$ cat src/design/eiss_pkg.sv
`default_nettype none
package eiss_pkg;

  localparam int unsigned HOLE_COUNT_DEF = 32;

  localparam logic [31:0] SPEED_NUM = 32'd60000000;
  // quotient bits needed to cover the whole numerator
  localparam int unsigned NUM_W     = 26;
  localparam logic [15:0] SPEED_SAT = 16'hFFFF;

  typedef struct packed {
    logic busy;
    logic done;
  } div_stat_t;

endpackage
`default_nettype wire

$ cat src/design/eiss_divider.sv
`default_nettype none
module eiss_divider import eiss_pkg::*; (
  input  wire logic        clk_i,
  input  wire logic        rst_ni,
  input  wire logic        start_i,
  input  wire logic [31:0] divisor_i,
  output logic [15:0]      quotient_o,
  output div_stat_t        stat_o
);

  localparam int unsigned BIT_W = $clog2(NUM_W);

  logic [31:0]      div_q;
  logic [31:0]      rem_q;
  logic [15:0]      quo_q;
  logic [BIT_W-1:0] bit_q;
  logic             busy_q;
  logic             done_q;

  logic [32:0] rem_sh;
  logic [32:0] diff;
  logic        take;

  // restoring step, one numerator bit per cycle
  assign rem_sh = {rem_q, SPEED_NUM[bit_q]};
  assign diff   = rem_sh - {1'b0, div_q};
  assign take   = (rem_sh >= {1'b0, div_q});

  always_ff @(posedge clk_i or negedge rst_ni) begin
    if (!rst_ni) begin
      busy_q <= 1'b0;
      done_q <= 1'b0;
      bit_q  <= '0;
    end else begin
      if (start_i) begin
        busy_q <= 1'b1;
        done_q <= 1'b0;
        bit_q  <= BIT_W'(NUM_W - 1);
      end else if (busy_q) begin
        if (bit_q == '0) begin
          busy_q <= 1'b0;
          done_q <= 1'b1;
        end else begin
          done_q <= 1'b0;
          bit_q  <= bit_q - 1'b1;
        end
      end else begin
        done_q <= 1'b0;
      end
    end
  end

  always_ff @(posedge clk_i) begin
    if (start_i) begin
      div_q <= divisor_i;
      rem_q <= '0;
      quo_q <= '0;
    end else if (busy_q) begin
      rem_q <= take ? diff[31:0] : rem_sh[31:0];
      // older quotient bits fall off the top: truncation to 16 bits
      quo_q <= {quo_q[14:0], take};
    end
  end

  assign quotient_o  = quo_q;
  assign stat_o.busy = busy_q;
  assign stat_o.done = done_q;

endmodule
`default_nettype wire

$ cat src/design/encoder_index_sync_speed_unit.sv
`default_nettype none
// Encoder index tracking and rotation speed.
// Input channel: in_valid_i / in_stall_o with capture_time_i, a 16-bit timer
// capture taken at each encoder edge. Output channel: out_valid_o /
// out_stall_i with one result per request: hole index, speed, update flag,
// sync flag and a capture error flag.
// A request is taken only while the sequencer is idle; it sets in_stall_o
// for the rest of the work. An ordinary edge (or an equal capture, flagged as
// an error) goes straight to ST_DONE, which loads its result into the output
// register once it is free. The edge that closes a revolution takes longer:
// unsynced, a serial minimum search reads the period memory one entry per
// cycle; synced, the bit-serial divider computes 60000000 / accumulator.
// Reset clears the index, sync flag, accumulator, speed and last capture; the
// period memory is not cleared, since a full revolution writes every entry
// before any is read.
// A result waits in the output register while out_stall_i is high; a new
// request may be taken meanwhile, and its result waits for the register.
module encoder_index_sync_speed_unit import eiss_pkg::*; #(
  parameter int unsigned HOLE_COUNT = HOLE_COUNT_DEF
) (
  input  wire logic        clk_i,
  input  wire logic        rst_ni,
  input  wire logic        in_valid_i,
  output logic             in_stall_o,
  input  wire logic [15:0] capture_time_i,
  output logic             out_valid_o,
  input  wire logic        out_stall_i,
  output logic [7:0]       hole_index_o,
  output logic [15:0]      speed_rpm_o,
  output logic             speed_updated_o,
  output logic             in_sync_o,
  output logic             capture_error_o
);

  localparam int unsigned IDX_W = $clog2(HOLE_COUNT);
  localparam logic [IDX_W-1:0] LAST_IDX = IDX_W'(HOLE_COUNT - 1);
  localparam logic [IDX_W-1:0] P1_IDX   = IDX_W'(1);

  typedef enum logic [1:0] {
    ST_IDLE,
    ST_SCAN,
    ST_CHECK,
    ST_DONE
  } state_e;

  state_e           state_q;
  logic [15:0]      last_q;
  logic [IDX_W-1:0] ev_q;
  logic             sync_q;
  logic [31:0]      acc_q;
  logic [15:0]      speed_q;
  logic             upd_q;
  logic             err_q;
  logic             acc_zero_q;

  logic [IDX_W-1:0] cnt_q;
  logic             issue_q;
  logic [IDX_W-1:0] tag_q;
  logic             tag_vld_q;
  logic [15:0]      best_q;
  logic [IDX_W-1:0] pos_q;
  logic [15:0]      p0_q;
  logic [15:0]      p1_q;
  logic             chk_rdy_q;

  logic             out_valid_q;
  logic [7:0]       out_idx_q;
  logic [15:0]      out_speed_q;
  logic             out_upd_q;
  logic             out_sync_q;
  logic             out_err_q;

  logic [15:0] mem [HOLE_COUNT];
  logic [15:0] rd_data_q;

  logic        accept;
  logic        equal;
  logic [15:0] period;
  logic [31:0] acc_sum;
  logic        wrap;
  logic        wr_en;
  logic        rd_en;
  logic        div_start;
  logic [15:0] quotient;
  div_stat_t   div_stat;
  logic        better;
  logic [IDX_W-1:0] pos_new;
  logic [IDX_W-1:0] align_idx;
  logic [18:0] lhs;
  logic [18:0] rhs;
  logic        out_free;

  assign accept    = in_valid_i && !in_stall_o;
  assign equal     = (capture_time_i == last_q);
  assign period    = capture_time_i - last_q;
  assign acc_sum   = acc_q + {16'd0, period};
  assign wrap      = (ev_q == LAST_IDX);
  assign wr_en     = accept && !equal;
  assign div_start = wr_en && wrap && sync_q;
  assign rd_en     = issue_q && (state_q == ST_SCAN || state_q == ST_CHECK);

  // first lowest period wins the marker search
  assign better    = (tag_q == '0) || (rd_data_q < best_q);
  assign pos_new   = better ? tag_q : pos_q;
  assign align_idx = (pos_new == '0) ? '0 : IDX_W'(HOLE_COUNT - int'(pos_new));

  assign lhs = {3'd0, p0_q} + {1'b0, p0_q, 2'd0};
  assign rhs = {2'd0, p1_q, 1'b0};

  assign out_free = !out_valid_q || !out_stall_i;

  eiss_divider u_div (
    .clk_i      (clk_i),
    .rst_ni     (rst_ni),
    .start_i    (div_start),
    .divisor_i  (acc_sum),
    .quotient_o (quotient),
    .stat_o     (div_stat)
  );

  always_ff @(posedge clk_i) begin
    if (wr_en) begin
      mem[ev_q] <= period;
    end
    if (rd_en) begin
      rd_data_q <= mem[cnt_q];
    end
  end

  always_ff @(posedge clk_i or negedge rst_ni) begin
    if (!rst_ni) begin
      state_q     <= ST_IDLE;
      last_q      <= '0;
      ev_q        <= '0;
      sync_q      <= 1'b0;
      acc_q       <= '0;
      speed_q     <= '0;
      upd_q       <= 1'b0;
      err_q       <= 1'b0;
      acc_zero_q  <= 1'b0;
      cnt_q       <= '0;
      issue_q     <= 1'b0;
      tag_q       <= '0;
      tag_vld_q   <= 1'b0;
      best_q      <= '0;
      pos_q       <= '0;
      p0_q        <= '0;
      p1_q        <= '0;
      chk_rdy_q   <= 1'b0;
      out_valid_q <= 1'b0;
      out_idx_q   <= '0;
      out_speed_q <= '0;
      out_upd_q   <= 1'b0;
      out_sync_q  <= 1'b0;
      out_err_q   <= 1'b0;
    end else begin
      // in ST_DONE the output register is reloaded instead
      if (out_valid_q && !out_stall_i && state_q != ST_DONE) begin
        out_valid_q <= 1'b0;
      end

      tag_q     <= cnt_q;
      tag_vld_q <= rd_en;

      case (state_q)
        ST_IDLE: begin
          if (accept) begin
            upd_q <= 1'b0;
            err_q <= equal;
            cnt_q <= '0;
            if (equal) begin
              issue_q <= 1'b0;
              state_q <= ST_DONE;
            end else begin
              last_q <= capture_time_i;
              if (!wrap) begin
                acc_q   <= acc_sum;
                ev_q    <= ev_q + 1'b1;
                issue_q <= 1'b0;
                state_q <= ST_DONE;
              end else if (!sync_q) begin
                acc_q   <= acc_sum;
                issue_q <= 1'b1;
                state_q <= ST_SCAN;
              end else begin
                acc_q      <= '0;
                acc_zero_q <= (acc_sum == '0);
                issue_q    <= 1'b1;
                chk_rdy_q  <= 1'b0;
                state_q    <= ST_CHECK;
              end
            end
          end
        end

        ST_SCAN: begin
          if (issue_q) begin
            if (cnt_q == LAST_IDX) begin
              issue_q <= 1'b0;
            end else begin
              cnt_q <= cnt_q + 1'b1;
            end
          end
          if (tag_vld_q) begin
            if (better) begin
              best_q <= rd_data_q;
            end
            pos_q <= pos_new;
            if (tag_q == LAST_IDX) begin
              ev_q    <= align_idx;
              sync_q  <= 1'b1;
              state_q <= ST_DONE;
            end
          end
        end

        ST_CHECK: begin
          if (issue_q) begin
            if (cnt_q == P1_IDX) begin
              issue_q <= 1'b0;
            end else begin
              cnt_q <= cnt_q + 1'b1;
            end
          end
          if (tag_vld_q) begin
            if (tag_q == '0) begin
              p0_q <= rd_data_q;
            end else begin
              p1_q      <= rd_data_q;
              chk_rdy_q <= 1'b1;
            end
          end
          if (chk_rdy_q && !div_stat.busy) begin
            sync_q  <= (lhs < rhs);
            speed_q <= acc_zero_q ? SPEED_SAT : quotient;
            upd_q   <= 1'b1;
            ev_q    <= '0;
            state_q <= ST_DONE;
          end
        end

        ST_DONE: begin
          if (out_free) begin
            out_valid_q <= 1'b1;
            out_idx_q   <= 8'(ev_q);
            out_speed_q <= speed_q;
            out_upd_q   <= upd_q;
            out_sync_q  <= sync_q;
            out_err_q   <= err_q;
            state_q     <= ST_IDLE;
          end
        end

        default: begin
          state_q <= ST_IDLE;
        end
      endcase
    end
  end

  assign in_stall_o      = (state_q != ST_IDLE);
  assign out_valid_o     = out_valid_q;
  assign hole_index_o    = out_idx_q;
  assign speed_rpm_o     = out_speed_q;
  assign speed_updated_o = out_upd_q;
  assign in_sync_o       = out_sync_q;
  assign capture_error_o = out_err_q;

  a_index_range : assert property (@(posedge clk_i) disable iff (!rst_ni)
    ev_q <= LAST_IDX)
    else $error("hole index out of range");

  a_err_keeps_state : assert property (@(posedge clk_i) disable iff (!rst_ni)
    accept && equal |=> $stable(last_q) && $stable(acc_q) && $stable(ev_q))
    else $error("equal capture changed state");

  a_upd_no_err : assert property (@(posedge clk_i) disable iff (!rst_ni)
    out_valid_o && speed_updated_o |-> !capture_error_o && out_idx_q == 8'd0)
    else $error("speed update with error or nonzero index");

  a_div_idle : assert property (@(posedge clk_i) disable iff (!rst_ni)
    div_start |-> !div_stat.busy && state_q == ST_IDLE)
    else $error("divider restarted while busy");

endmodule
`default_nettype wire

$ cat config.mk
export PLATFORM = sky130hd
export DESIGN_NAME = encoder_index_sync_speed_unit
export DESIGN_NICKNAME = d
export VERILOG_FILES = /design/src/design/eiss_pkg.sv /design/src/design/eiss_divider.sv /design/src/design/encoder_index_sync_speed_unit.sv
export SDC_FILE = /design/constraint.sdc
export NUM_CORES = 1
export LEC_CHECK = 0
export ABC_CLOCK_PERIOD_IN_PS = 6700
export BUFFER_PORTS_ARGS = -buffer_cell sky130_fd_sc_hd__buf_4
export CAP_MARGIN = 10
export CORE_ASPECT_RATIO = 0.5
export CORE_MARGIN = 4
export CORE_UTILIZATION = 31
export CTS_CLUSTER_SIZE = 16
export DETAILED_ROUTE_END_ITERATION = 7
export PLACE_DENSITY = 0.42
export SETUP_SLACK_MARGIN = 0.2
export SYNTH_ARGS = -nofsm -noshare
export SYNTH_HDL_FRONTEND = slang
export SYNTH_HIERARCHICAL = 1
export SYNTH_SLANG_ARGS = --single-unit
$ cat constraint.sdc
create_clock -name clk_i -period 6.7 [get_ports clk_i]
set_input_delay 1.005 -clock clk_i [delete_from_list [all_inputs] [get_ports clk_i]]
set_output_delay 1.005 -clock clk_i [all_outputs]
set_load 0.03 [all_outputs]
# After elaboration in Yosys (flattened, before gate mapping)
# Memory sizes are Yosys's and may differ from the RTL's. A register that Yosys moved wholly into a read port is not among the register bits.
# Index checks and enable logic that the tools add are counted.
[totals]
regBits = 252
latch_bits = 0
mem_bits_rw = 512
rom_bits = 32
input_bits = 20
output_inout_bits = 29
word_cells = 175
mem_count = 2
[mem_list]
columns = ["memory", "depth", "width", "read_ports", "rd_ports_with_merged_regs", "wr", "line_no", "text"]
rows = [
  ["mem", 32, 16, 1, 1, 1, "encoder_index_sync_speed_unit.sv:73", "logic [15:0] mem [HOLE_COUNT];"],
  ["(no name shown)", 32, 1, 1, 0, 0, "eiss_divider.sv:25", "assign rem_sh = {rem_q, SPEED_NUM[bit_q]};"],
]
[op_classes]
n_addsub = 8
n_mul = 0
div = 0
n_lt_le_gt_ge = 4
eq_ne = 25
n_shift = 0
muxes = 62
bitwise_logic = 2
reduce_logical = 43
[ops]
columns = ["cell", "count"]
rows = [
  ["$mux 32", 3],
  ["$mux 5", 16],
  ["$ge 33x32->1", 1],
  ["$add 32x16->32", 1],
  ["$logic_not 32->1", 1],
  ["$sub 32x32->32", 1],
  ["$ne 2x2->1 const B", 15],
  ["$pmux 5 s3", 2],
  ["$mux 1", 27],
  ["$add 16x18->19", 1],
  ["$lt 19x17->1", 1],
  ["$eq 16x16->1", 1],
  ["$lt 16x16->1", 1],
  ["$mux 16", 1],
  ["$mux 2", 8],
  ["$sub 16x16->16", 1],
  ["$eq 5x5->1 const B", 3],
  ["$logic_not 5->1", 3],
  ["$reduce_and 3->1", 5],
  ["$reduce_and 7->1", 2],
  ["$reduce_and 2->1", 6],
  ["$add 5x1->5 const B", 2],
  ["$reduce_and 5->1", 2],
  ["$logic_and 1x1->1", 8],
  ["other kinds (18)", 32],
]

# Depth between registers and ports, before layout
# Gate-level depths: netlist of run 1.
[logic_depth]
ltp_word = 8
depth_mapped = 22
depth_no_buf = 22

# Cells and area by module
# The synthesis of run 1 kept the hierarchy.
[by_module_without_submodules]
columns = ["mod", "instances", "cells_per_inst", "area_per_inst_um2", "seq_area_each_um2"]
rows = [
  ["encoder_index_sync_speed_unit", 1, 1830, 30199.0, 20009.2],
  ["eiss_divider", 1, 617, 5449.0, 2097.0],
]

# Worst setup path after synthesis of run 1
# Ideal clock, no wire load.
[synth_path]
path_type = "input to register"
startpoint = "input capture_time_i[0]"
endpoint = "register acc_zero_q"
setup_time_ps = 103
arrival_time_ps = 5667
required_time_ps = 6597
slack_ps = 929
cell_stages = 20
path_buffers = 0
path_cell_list = "inv_1 > ha_1 > inv_1 > fa_1 > a21o_1 > a21oi_1 > nor2_1 > nor2_1 > nand2_1 > xor2_1 > ha_1 > a211oi_2 > o21bai_1 > a21oi_2 > o221ai_4 > o311ai_4 > nor2_2 > xor2_1 > a2111o_1 > o41ai_2"
[synth_between]
elab_chain_cells = 3
word_cells_on_any_way = 6
classes_between = "add/sub (2); eq/ne (1); bitwise (1); reduce/logical (2)"
[synth_lines]
columns = ["item", "line_no", "text"]
rows = [
  ["from (decl)", "encoder_index_sync_speed_unit.sv:25", "input wire logic [15:0] capture_time_i,"],
  ["$sub 16x16->16", "encoder_index_sync_speed_unit.sv:95", "assign period = capture_time_i - last_q;"],
  ["via period[8]", "encoder_index_sync_speed_unit.sv:78", "logic [15:0] period;"],
  ["$add 32x16->32", "encoder_index_sync_speed_unit.sv:96", "assign acc_sum = acc_q + {16'd0, period};"],
  ["via acc_sum[27]", "encoder_index_sync_speed_unit.sv:79", "logic [31:0] acc_sum;"],
  ["$logic_not 32->1", "encoder_index_sync_speed_unit.sv:187", "acc_zero_q <= (acc_sum == '0);"],
  ["to (signal assigned)", "encoder_index_sync_speed_unit.sv:187", ""],
  ["to (decl)", "encoder_index_sync_speed_unit.sv:54", "logic acc_zero_q;"],
]
# The timed path passes the listed nets, and every way through them passes these cells.
# A chain may end at the register's enable or synchronous reset.

# Worst setup path in the final report of run 1
# Ends and elaborated chain as after synthesis.

==> qor.log, run 1 <==
INFO  routing        detail_route.iter0.violations=1512
INFO  clocking       cts.repair.resized=0
INFO  routing        route.detailed.vias_per_inst=5.06
INFO  global_route   grt_util_all_layers=16.0%
INFO  timing         final_min_period_over_clock_period=78.7%
INFO  finish         post_route_cells_drive_above_1_share=21.6%
INFO  global_route   grt_start_max_net_pins=89
INFO  finish         number_of_nets_in_the_final_layout=2674
INFO  die            boundaryPins=49
INFO  routing        wirelength=95.5mm
INFO  clocking       worstSkewPairLatency=680ps
INFO  yosys          post_synthesis_cell_count=2444
INFO  timing         rsz0062_at_grt=no
INFO  finish         postLayoutCellArea=40700um2
INFO  clocking       cts_inserted_buffers=79
INFO  finish         area.growth.synth_to_final=14.2%
INFO  finish         fillers=10800
INFO  clocking       cts_hold_repair.buffers=0
INFO  global_route   antenna_found_initial=5
INFO  global_route   wire_length_of_the_first_global_routing_pass=143mm
INFO  worst_setup_path worst-endpoint-arrival=5820ps
INFO  pwr            vdd_drop_max=0.374mV
INFO  finish         layout.area.seq=22100um2
INFO  clocking       clock-root-buffer=sky130_fd_sc_hd__clkbuf_16
INFO  pwr            power_density_normalized_to_cell_area=460nW/um2
INFO  worst_setup_path cp_slowest_cell=sky130_fd_sc_hd__o311ai_4
INFO  placement      placement.cell_area=38200um2
INFO  worst_setup_path timing.critical_path.to_type=register
INFO  finish         final_cell_mix=sky130_fd_sc_hd__edfxtp_1, sky130_fd_sc_hd__dfrtp_1, sky130_fd_sc_hd__mux4_2, sky130_fd_sc_hd__nand2_1, sky130_fd_sc_hd__ha_1
INFO  clocking       cts-htree-levels=3
INFO  yosys          yosys_warnings=6
INFO  routing        via_count=20800
INFO  outcome        run_status=complete, no violations
INFO  placement      place.detailed.hpwl=60.5mm
INFO  global_route   grt_overflow_total=0
INFO  timing         fin_skew=46.6ps
INFO  worst_setup_path crit_path_max_fanout=7
INFO  routing        wire_per_inst=23.3um
INFO  timing         worst_slew_margin_rel=25.1%
INFO  clocking       clkSlewWorstSetupHoldPaths=70ps
INFO  routing        drt_first_pass_iters=5
INFO  timing         period_minus_slack=5280ps
INFO  die            dieHeight=248um
INFO  clocking       post_cts_buffers=0
INFO  finish         most_common_library_cell_in_the_layout_ignoring_fill_and_taps=sky130_fd_sc_hd__edfxtp_1
INFO  die            start_util=31.4%
INFO  worst_setup_path critical_path_required=7250ps
INFO  routing        ant_nets=0
INFO  timing         hold_violations=0
INFO  clocking       cts_tree=done
INFO  placement      gp_congestion=0.818
INFO  worst_setup_path critical_path.startpoint_type=primary input
INFO  die            core_area=113000um2
INFO  yosys          synth_area_per_cell=14.6um2
INFO  clocking       numClockSinks=780
INFO  pwr            leak_pwr=0.0146uW
INFO  die            placement_rows=87
INFO  timing         setup-tns-final=0ps
INFO  yosys          synth_area=35600um2
INFO  worst_setup_path critical_path.max_stage_delay=470ps
INFO  job            max-cap-violations=0
INFO  worst_hold_path class_of_the_tightest_hold_or_removal_check=in -> async
INFO  timing         finalSetupViolations=0
INFO  global_route   first_global_vias=21200
INFO  worst_setup_path r2r.worst_path.cells=21
INFO  routing        drc_errors=0
INFO  die            die-width=487um
INFO  worst_setup_path critical_path.cell_chain=buf_4 -> inv_1 -> ha_1 -> inv_1 -> fa_1 -> a21o_1 -> a21oi_1 -> nor2_1 -> nor2_1 -> nand2_1 -> a21o_1 -> a21oi_1 -> xnor2_2 -> ha_1 -> o21ai_0 -> o21bai_1 -> a21oi_2 -> o221ai_4 -> o311ai_4 -> nor2_2 -> xor2_1 -> a2111o_1 -> o41ai_2
INFO  clocking       ctsLongestPathBuffers=3
INFO  timing         fmaxAchievable=0.190GHz
INFO  finish         multi_input_area=12800um2
INFO  placement      io_buffer_count=45
INFO  worst_setup_path crit_type=in -> reg
INFO  timing         slew_violations=0
INFO  die            fp.dieArea=121000um2
INFO  timing         worstMarginPinSlew=1090ps
[state kept, by name (all words and copies together), names as in the netlist, 32 cells and up]
signal,count
acc_q,32
mem,512
u_div/div_q,32
u_div/rem_q,32
[layout make-up]
| class | instances | share of cell area (%) |
|---|---|---|
| inverter | 121 | 1.12 |
| clock inverter | 31 | 0.757 |
| multi-input combinational | 1432 | 31.6 |
| tap | 1513 | 4.65 |
| clock buffer | 113 | 5.40 |
| timing repair buffer | 110 | 2.14 |
| sequential | 780 | 54.3 |
| antenna | 2 | 0.0123 |
[power by group]
group / internal, uW / switching, uW
logic: 2570 / 4540
registers: 6850 / 398
clock network: 2390 / 1970
total: 11800 / 6910
[layer usage]
metal  vias to the layer above  track usage (%)  share of wire, %
met5                         -                0                 0
met4                         0             3.88               2.2
met3                       122             3.02               4.1
met2                       368             25.4                46
met1                     10700             22.7                48
li1                       9542                -                 -
[final timing paths]
path                                         from                      to  slack (ps)
max in group asynchronous                  rst_ni  u_div/busy_q$_DFF_PN0_        5070
setup / recovery                capture_time_i[0]  acc_zero_q$_DFFE_PN0P_        1420
min in group clk_i         speed_q[2]$_DFFE_PN0P_  speed_q[2]$_DFFE_PN0P_         480
hold reg to reg            speed_q[2]$_DFFE_PN0P_  speed_q[2]$_DFFE_PN0P_         480
hold / removal                             rst_ni   best_q[5]$_DFFE_PN0P_         330
setup reg to reg            last_q[0]$_DFFE_PN0P_  acc_zero_q$_DFFE_PN0P_        1580
[critical path: cells and delay by family]
family	cells	cell delay, ps
and+or+nand+nor	4	470
adders and majority gates	3	900
AOI/OAI and AO/OA	11	2880
xor gates and xnor gates	2	330
buffers and inverters	3	250
[metrics by stage]
step | std cells | setup WS [ps] | total power, uW | hold WS, ps | utilization (%)
after floorplan | 2446 | 929 | 11900 | 352 | -
after global placement | 3956 | 798 | 14500 | 457 | 33.7
after detailed placement | 3956 | 766 | 14600 | 468 | 33.7
after CTS | 4100 | 1460 | 19000 | 301 | 35.9
after global routing | 4100 | 1110 | 19900 | 336 | 35.9
final | 4102 | 1420 | 18700 | 333 | 35.9
Note: power is estimated with default switching activity, not from simulation.
==> run 2: changes to the inputs <==
--- a/config.mk
+++ b/config.mk
@@ -5,7 +5,8 @@
 export SDC_FILE = /design/constraint.sdc
 export NUM_CORES = 1
 export LEC_CHECK = 0
-export ABC_CLOCK_PERIOD_IN_PS = 6700
+export ABC_AREA = 1
+export ABC_CLOCK_PERIOD_IN_PS = 5300
 export BUFFER_PORTS_ARGS = -buffer_cell sky130_fd_sc_hd__buf_4
 export CAP_MARGIN = 10
 export CORE_ASPECT_RATIO = 0.5
==> constraint.sdc (replaced) <==
create_clock -name clk_i -period 5.3 [get_ports clk_i]
set_input_delay 0.795 -clock clk_i [delete_from_list [all_inputs] [get_ports clk_i]]
set_output_delay 0.795 -clock clk_i [all_outputs]
set_load 0.03 [all_outputs]
==> run 2 against run 1 <==
Total power increased by 48%. Cell count increased by 34%. Global-route usage increased by 2.6 points. Sequential power increased by 33%. Worst setup slack got worse by 450 ps. Clock power increased by 32%. Sequential share of layout area decreased by 1.9 points. Via count increased by 31%. Critical path depth increased by 4. Cell area increased by 3.7%.
==> qor.log, run 2 <==
INFO  routing        detail_route.iter0.violations=2161 [+43%]
INFO  routing        drt_first_pass_iters=5 [unchanged]
INFO  placement      place.detailed.hpwl=77.3mm [+28%]
INFO  worst_setup_path crit_path_max_fanout=4 [-3]
INFO  finish         post_route_cells_drive_above_1_share=9.10% [-13 points]
INFO  worst_setup_path crit_type=reg -> reg
INFO  timing         worst_slew_margin_rel=25.0% [-0.14 points]
INFO  worst_setup_path regToRegSetupSlack=980ps [-600 ps]
INFO  clocking       cts_inserted_buffers=81 [+2.5%]
INFO  timing         finalSetupViolations=0 [unchanged]
INFO  yosys          synth_area_per_cell=9.78um2 [-33%]
INFO  die            start_util=31.3% [-0.14 points]
INFO  finish         fin_util=35.7% [-0.19 points]
INFO  global_route   antenna_found_initial=8 [+3]
INFO  worst_setup_path timing.critical_path.to_type=register
INFO  clocking       cts_tree=done
INFO  finish         largest_reg_flops=512 [unchanged]
INFO  yosys          post_synthesis_cell_count=3779 [+55%]
INFO  finish         most_common_library_cell_in_the_layout_ignoring_fill_and_taps=sky130_fd_sc_hd__nand2_1
INFO  finish         final_cell_mix=sky130_fd_sc_hd__nand2_1, sky130_fd_sc_hd__edfxtp_1, sky130_fd_sc_hd__o21ai_0, sky130_fd_sc_hd__inv_1, sky130_fd_sc_hd__nor2_1
INFO  clocking       cts.repair.resized=0 [unchanged]
INFO  timing         period_minus_slack=4320ps
INFO  global_route   grt_start_max_net_pins=187 [+110%]
INFO  pwr            power_density_normalized_to_cell_area=655nW/um2 [+42%]
INFO  routing        drc_errors=0 [unchanged]
INFO  clocking       cts_hold_repair.buffers=0 [unchanged]
INFO  yosys          yosys_warnings=6 [unchanged]
INFO  finish         max_flop_register=mem
INFO  clocking       numClockSinks=780 [unchanged]
INFO  global_route   grt_overflow_total=0 [unchanged]
INFO  global_route   first_global_vias=26300 [+24%]
INFO  timing         fin_skew=44.9ps [-1.71 ps]
INFO  placement      gp_congestion=0.893 [+9.2%]
INFO  outcome        run_status=complete, no violations
INFO  job            max-cap-violations=0 [unchanged]
INFO  timing         hold_violations=0 [unchanged]
INFO  routing        route.detailed.vias_per_inst=4.95 [-2.2%]
INFO  die            die-width=496um [+1.9%]
INFO  die            core_area=118000um2 [+4.3%]
INFO  routing        wire_per_inst=21.3um [-8.5%]
INFO  finish         area.growth.synth_to_final=14.1% [about the same]
INFO  worst_hold_path class_of_the_tightest_hold_or_removal_check=in -> async
INFO  routing        ant_nets=0 [unchanged]
INFO  clocking       clock-root-buffer=sky130_fd_sc_hd__clkbuf_16
INFO  worst_setup_path critical_path.startpoint_type=register
INFO  worst_setup_path worst-endpoint-arrival=4920ps [-900 ps]
INFO  clocking       post_cts_buffers=0 [unchanged]
INFO  worst_setup_path critical_path_required=5900ps [-1350 ps]
INFO  worst_setup_path r2r.worst_path.cells=27 [+29%]
INFO  clocking       clkSlewWorstSetupHoldPaths=60ps [about the same]
INFO  placement      io_buffer_count=45 [unchanged]
INFO  die            boundaryPins=49 [unchanged]
INFO  timing         slew_violations=0 [unchanged]
INFO  timing         setup-tns-final=0ps [unchanged]
INFO  die            fp.dieArea=125000um2 [+3.7%]
INFO  die            dieHeight=252um [+1.8%]
INFO  timing         worstMarginPinSlew=1120ps [+29.2 ps]
INFO  routing        wirelength=117mm [+23%]
INFO  yosys          synth_area=37000um2 [+3.8%]
INFO  global_route   grt_util_all_layers=18.6% [+2.6 points]
INFO  worst_setup_path crit-reg2reg-capture=acc_zero_q$_DFFE_PN0P_
INFO  pwr            leak_pwr=0.0168uW [+15%]
INFO  finish         number_of_nets_in_the_final_layout=3991 [+49%]
INFO  clocking       cts-htree-levels=3 [unchanged]
INFO  timing         final_min_period_over_clock_period=81.6%
INFO  timing         rsz0062_at_grt=no
INFO  routing        via_count=27200 [+31%]
INFO  clocking       worstSkewPairLatency=700ps [+20 ps]
INFO  worst_setup_path timing.rr.start=last_q[0]$_DFFE_PN0P_
INFO  pwr            vdd_drop_max=0.556mV [+49%]
INFO  timing         fmaxAchievable=0.231GHz
INFO  global_route   wire_length_of_the_first_global_routing_pass=174mm [+22%]
INFO  die            placement_rows=89 [+2.3%]
INFO  clocking       ctsLongestPathBuffers=3 [unchanged]
run 2: cell types whose count changed in the layout (fill, tap and decap cells not counted), sizes merged, moves of 42 or more:
cell and delta:
o21ai +355, nor2 +283, nand3 +113, inv +300
o22ai +110, mux4 -160, xnor2 -42, nand2 +568
mux2 -91
run 2: through the flow:
stage	power [uW]	hold slack [ps]	worst slack [ps]	area (um2)	cells
6_report	27600	181	976	42200	5495
2_1_floorplan	16800	399	374	37000	3781
3_5_place_dp	22200	453	428	39600	5350
4_1_cts	28000	198	1010	42200	5492
5_1_grt	29500	207	563	42200	5493
3_3_place_gp	22100	448	345	39600	5350
run 2: area by class of cell:
| cell class | instances | area [um2] |
|---|---|---|
| Fill cell | 12000 | 76000 |
| Sequential cell | 780 | 22100 |
| Multi-Input combinational cell | 2422 | 12800 |
| Clock buffer | 112 | 2230 |
| Tap cell | 1592 | 1990 |
| Inverter | 423 | 1600 |
| Timing Repair Buffer | 133 | 1050 |
| Clock inverter | 30 | 379 |
| Antenna cell | 3 | 7.51 |
run 2: critical path, cell delays in order, from the launching register on:
cell	delay [ps]
sky130_fd_sc_hd__dfrtp_1	350
sky130_fd_sc_hd__ha_1	190
sky130_fd_sc_hd__inv_1	60
sky130_fd_sc_hd__fa_1	430
sky130_fd_sc_hd__nand3_1	100
sky130_fd_sc_hd__nand2_1	160
sky130_fd_sc_hd__a21oi_1	280
sky130_fd_sc_hd__o21ai_0	170
sky130_fd_sc_hd__a21oi_1	150
sky130_fd_sc_hd__nor2_1	50
sky130_fd_sc_hd__nor2_1	260
sky130_fd_sc_hd__xor2_4	250
sky130_fd_sc_hd__ha_1	330
sky130_fd_sc_hd__nand2_1	170
sky130_fd_sc_hd__inv_1	60
sky130_fd_sc_hd__nand2_1	90
sky130_fd_sc_hd__inv_1	60
sky130_fd_sc_hd__a21oi_1	320
sky130_fd_sc_hd__inv_1	70
sky130_fd_sc_hd__nand2_1	90
sky130_fd_sc_hd__nand2_1	60
sky130_fd_sc_hd__nand2_1	70
sky130_fd_sc_hd__nand2_2	60
sky130_fd_sc_hd__nor2_1	90
sky130_fd_sc_hd__nand2_1	60
sky130_fd_sc_hd__nor2_1	100
sky130_fd_sc_hd__nand4_1	80
sky130_fd_sc_hd__nand2_1	70
run 2: metal layers:
layer / routed length [um] / part of all wire (%) / vias up / global-route usage (%)
li1: - / - / 13100 / -
met1: 56800 / 48 / 13400 / 27.2
met2: 51200 / 44 / 577 / 28.3
met3: 6740 / 5.8 / 130 / 3.93
met4: 2390 / 2.0 / 4 / 3.99
met5: 22 / 0.019 / - / 0
run 2: worst max path at each step:
stage               depth (start not counted)                      to             startpoint
floorplan                                  28  acc_zero_q$_DFFE_PN0P_      capture_time_i[0]
global placement                           29  acc_zero_q$_DFFE_PN0P_      capture_time_i[0]
detailed placement                         29  acc_zero_q$_DFFE_PN0P_      capture_time_i[0]
CTS                                        27  acc_zero_q$_DFFE_PN0P_  last_q[0]$_DFFE_PN0P_
global route                               27  acc_zero_q$_DFFE_PN0P_  last_q[0]$_DFFE_PN0P_
finish                                     27  acc_zero_q$_DFFE_PN0P_  last_q[0]$_DFFE_PN0P_
run 2: power breakdown:
part / internal, uW / switching (uW) / total, uW
Clock: 3220 / 2520 / 5740
Combinational: 3190 / 9110 / 12300
Sequential: 8990 / 620 / 9610
Total: 15400 / 12200 / 27600
==> run 3: changes to the inputs <==
--- a/config.mk
+++ b/config.mk
@@ -6,7 +6,7 @@
 export NUM_CORES = 1
 export LEC_CHECK = 0
 export ABC_AREA = 1
-export ABC_CLOCK_PERIOD_IN_PS = 5300
+export ABC_CLOCK_PERIOD_IN_PS = 3940
 export BUFFER_PORTS_ARGS = -buffer_cell sky130_fd_sc_hd__buf_4
 export CAP_MARGIN = 10
 export CORE_ASPECT_RATIO = 0.5
@@ -14,7 +14,7 @@
 export CORE_UTILIZATION = 31
 export CTS_CLUSTER_SIZE = 16
 export DETAILED_ROUTE_END_ITERATION = 7
-export PLACE_DENSITY = 0.42
+export PLACE_DENSITY = 0.44
 export SETUP_SLACK_MARGIN = 0.2
 export SYNTH_ARGS = -nofsm -noshare
 export SYNTH_HDL_FRONTEND = slang
==> constraint.sdc (replaced) <==
create_clock -name clk_i -period 3.94 [get_ports clk_i]
set_input_delay 0.591 -clock clk_i [delete_from_list [all_inputs] [get_ports clk_i]]
set_output_delay 0.591 -clock clk_i [all_outputs]
set_load 0.03 [all_outputs]
==> run 3 against run 2 <==
Sequential share of layout area shrank 1.4 points. Worst setup slack got worse by 660 ps. Critical path type unchanged. Highest routed layer is now met4. Clock skew down 19 ps.
==> qor.log, run 3 (synthesized netlist as in run 2, its figures left out) <==
INFO  finish         final_cell_mix=sky130_fd_sc_hd__nand2_1, sky130_fd_sc_hd__edfxtp_1, sky130_fd_sc_hd__o21ai_0, sky130_fd_sc_hd__inv_1, sky130_fd_sc_hd__nor2_1
INFO  die            core_area=118000um2 [unchanged]
INFO  global_route   grt_overflow_total=0 [unchanged]
INFO  worst_setup_path worst-endpoint-arrival=4230ps [-690 ps]
INFO  clocking       cts-htree-levels=3 [unchanged]
INFO  worst_hold_path class_of_the_tightest_hold_or_removal_check=in -> reg
INFO  placement      dp.cells=5435 [+1.6%]
INFO  routing        wire_per_inst=20.8um [-2.4%]
INFO  timing         period_minus_slack=3620ps [-700 ps]
INFO  timing         worstMarginPinSlew=1180ps [+58.9 ps]
INFO  placement      place.detailed.hpwl=78.0mm [+0.95%]
INFO  job            max-cap-violations=0 [unchanged]
INFO  worst_setup_path crit_path_max_fanout=3 [-1]
INFO  routing        detail_route.iter0.violations=2206 [+2.1%]
INFO  timing         fin_skew=25.5ps [-19.4 ps]
INFO  timing         finalSetupViolations=0 [unchanged]
INFO  worst_setup_path regToRegSetupSlack=320ps [-660 ps]
INFO  clocking       ctsLongestPathBuffers=3 [unchanged]
INFO  routing        via_count=27600 [+1.5%]
INFO  worst_setup_path crit_path_frequent_cell=sky130_fd_sc_hd__nand2_1
INFO  timing         worst_slew_margin_rel=21.1% [-3.9 points]
INFO  timing         rsz0062_at_grt=yes
INFO  pwr            leak_pwr=0.0173uW [+3.1%]
INFO  finish         max_flop_register=mem
INFO  die            dieHeight=252um [unchanged]
INFO  timing         final_min_period_over_clock_period=92.0% [+10 points]
INFO  worst_setup_path cp_slowest_cell=sky130_fd_sc_hd__dfrtp_1
INFO  finish         number_of_nets_in_the_final_layout=4081 [+2.3%]
INFO  die            placement_rows=89 [unchanged]
INFO  finish         final_cell_count_no_fill=5583 [+1.6%]
INFO  die            boundaryPins=49 [unchanged]
INFO  die            die-width=496um [unchanged]
INFO  worst_setup_path timing.critical_path.to_type=register
INFO  clocking       cts_inserted_buffers=79 [-2.5%]
INFO  timing         hold_violations=0 [unchanged]
INFO  timing         fmaxAchievable=0.276GHz [+19%]
INFO  worst_setup_path critical_path.cell_chain=ha_2 -> inv_2 -> fa_2 -> nand3_2 -> nand2_2 -> a21oi_4 -> o21ai_2 -> a21oi_2 -> nor2_2 -> nor2_4 -> xor2_4 -> ha_4 -> nand2_2 -> o21ai_1 -> buf_4 -> nand3_1 -> nand3_1 -> nand2_1 -> nor2_1 -> nand2_1 -> nor2_1 -> nand4_1 -> nand2_1
INFO  timing         setup-tns-final=0ps [unchanged]
INFO  routing        route.detailed.vias_per_inst=4.94 [-0.13%]
INFO  global_route   first_global_vias=26300 [unchanged]
INFO  worst_setup_path critical_path_required=4550ps [-1350 ps]
INFO  placement      io_buffer_count=45 [unchanged]
INFO  clocking       clkSlewWorstSetupHoldPaths=60ps [about the same]
INFO  finish         largest_reg_flops=512 [unchanged]
INFO  routing        drt_first_pass_iters=5 [unchanged]
INFO  finish         post_route_cells_drive_above_1_share=13.0% [+3.9 points]
INFO  routing        drc_errors=0 [unchanged]
INFO  global_route   antenna_found_initial=3 [-5]
INFO  worst_setup_path crit_type=reg -> reg
INFO  clocking       worstSkewPairLatency=670ps [-30 ps]
INFO  worst_setup_path cp_top_family=simple AND/OR/NAND/NOR gates
INFO  worst_setup_path critical_path.max_stage_delay=370ps [-60 ps]
INFO  timing         slew_violations=0 [unchanged]
INFO  global_route   grt_util_all_layers=18.2% [-0.36 points]
INFO  finish         most_common_library_cell_in_the_layout_ignoring_fill_and_taps=sky130_fd_sc_hd__nand2_1
INFO  worst_setup_path path_buf_inv=2 [-2]
INFO  pwr            power_density_normalized_to_cell_area=910nW/um2 [+39%]
INFO  clocking       numClockSinks=780 [unchanged]
INFO  global_route   grt_start_max_net_pins=110 [-41%]
INFO  clocking       clock-root-buffer=sky130_fd_sc_hd__clkbuf_16
INFO  worst_setup_path critical_path.startpoint_type=register
INFO  global_route   wire_length_of_the_first_global_routing_pass=172mm [-0.96%]
INFO  placement      gp_congestion=0.894 [+0.10%]
INFO  routing        ant_nets=0 [unchanged]
INFO  die            fp.dieArea=125000um2 [unchanged]
INFO  pwr            vdd_drop_max=0.792mV [+42%]
INFO  die            start_util=31.3% [unchanged]
INFO  routing        wirelength=116mm [-0.89%]
INFO  finish         area.growth.synth_to_final=17.1%
INFO  clocking       cts_tree=done
INFO  outcome        run_status=complete, no violations
[run 3: path summary, 6_finish.rpt]
path,start,endpoint,depth (start not counted)
min,capture_time_i[7],last_q[7]$_DFFE_PN0P_,3
min in group asynchronous,rst_ni,p1_q[10]$_DFFE_PN0P_,2
max,last_q[0]$_DFFE_PN0P_,acc_zero_q$_DFFE_PN0P_,23
max in group asynchronous,rst_ni,best_q[1]$_DFFE_PN0P_,3
min reg2reg,u_div/quotient_o[15]$_SDFFE_PP0P_,u_div/quotient_o[15]$_SDFFE_PP0P_,2
max reg2reg,last_q[0]$_DFFE_PN0P_,acc_zero_q$_DFFE_PN0P_,23
[run 3: worst min-delay path, stage by stage]
cell	delay, ps
sky130_fd_sc_hd__buf_4	90
sky130_fd_sc_hd__nand2_1	40
sky130_fd_sc_hd__o21ai_0	60
[run 3: metal layers]
metal	track usage, %	up-vias	part of all wire, %
li1	-	13300	-
met1	27.0	13600	49
met2	28.1	600	44
met3	2.75	133	4.8
met4	4.05	0	2.1
met5	0	-	0
[run 3: cell type report]
cell class                      instances  area (um2)
Timing Repair Buffer                  225        1780
Clock buffer                          102        2150
Clock inverter                         38         412
Fill cell                           11800       74900
Sequential cell                       780       22100
Inverter                              423        1600
Antenna cell                            1        2.50
Multi-Input combinational cell       2422       13300
Tap cell                             1592        1990
[run 3: repair_timing]
item / 4_1_cts / 5_1_grt
gates resized for setup: 3 / 87
hold endpoints to repair: 8 / 0
endpoints found under the setup margin: 13 / 44
buffers inserted: 0 / 5
hold buffers: 1 / 0
pin swaps: 0 / 33
[run 3: report_power, final]
group	internal [uW]	switching [uW]
sequential	12100	907
combinational	5830	12900
clock	4270	3330
[run 3: through the flow]
| stage | hold WS, ps | setup slack [ps] | area [um2] | utilization [%] | total power [uW] |
|---|---|---|---|---|---|
| after global routing | 133 | 86.9 | 43300 | 36.6 | 41900 |
| final | 150 | 316 | 43300 | 36.6 | 39400 |
| after global placement | 443 | -245 | 40300 | 34.1 | 31100 |
| after detailed placement | 452 | -285 | 40300 | 34.1 | 31200 |
| after CTS | 89.6 | 156 | 42900 | 36.3 | 39000 |
| after floorplan | 295 | -14.1 | 37100 | - | 22800 |
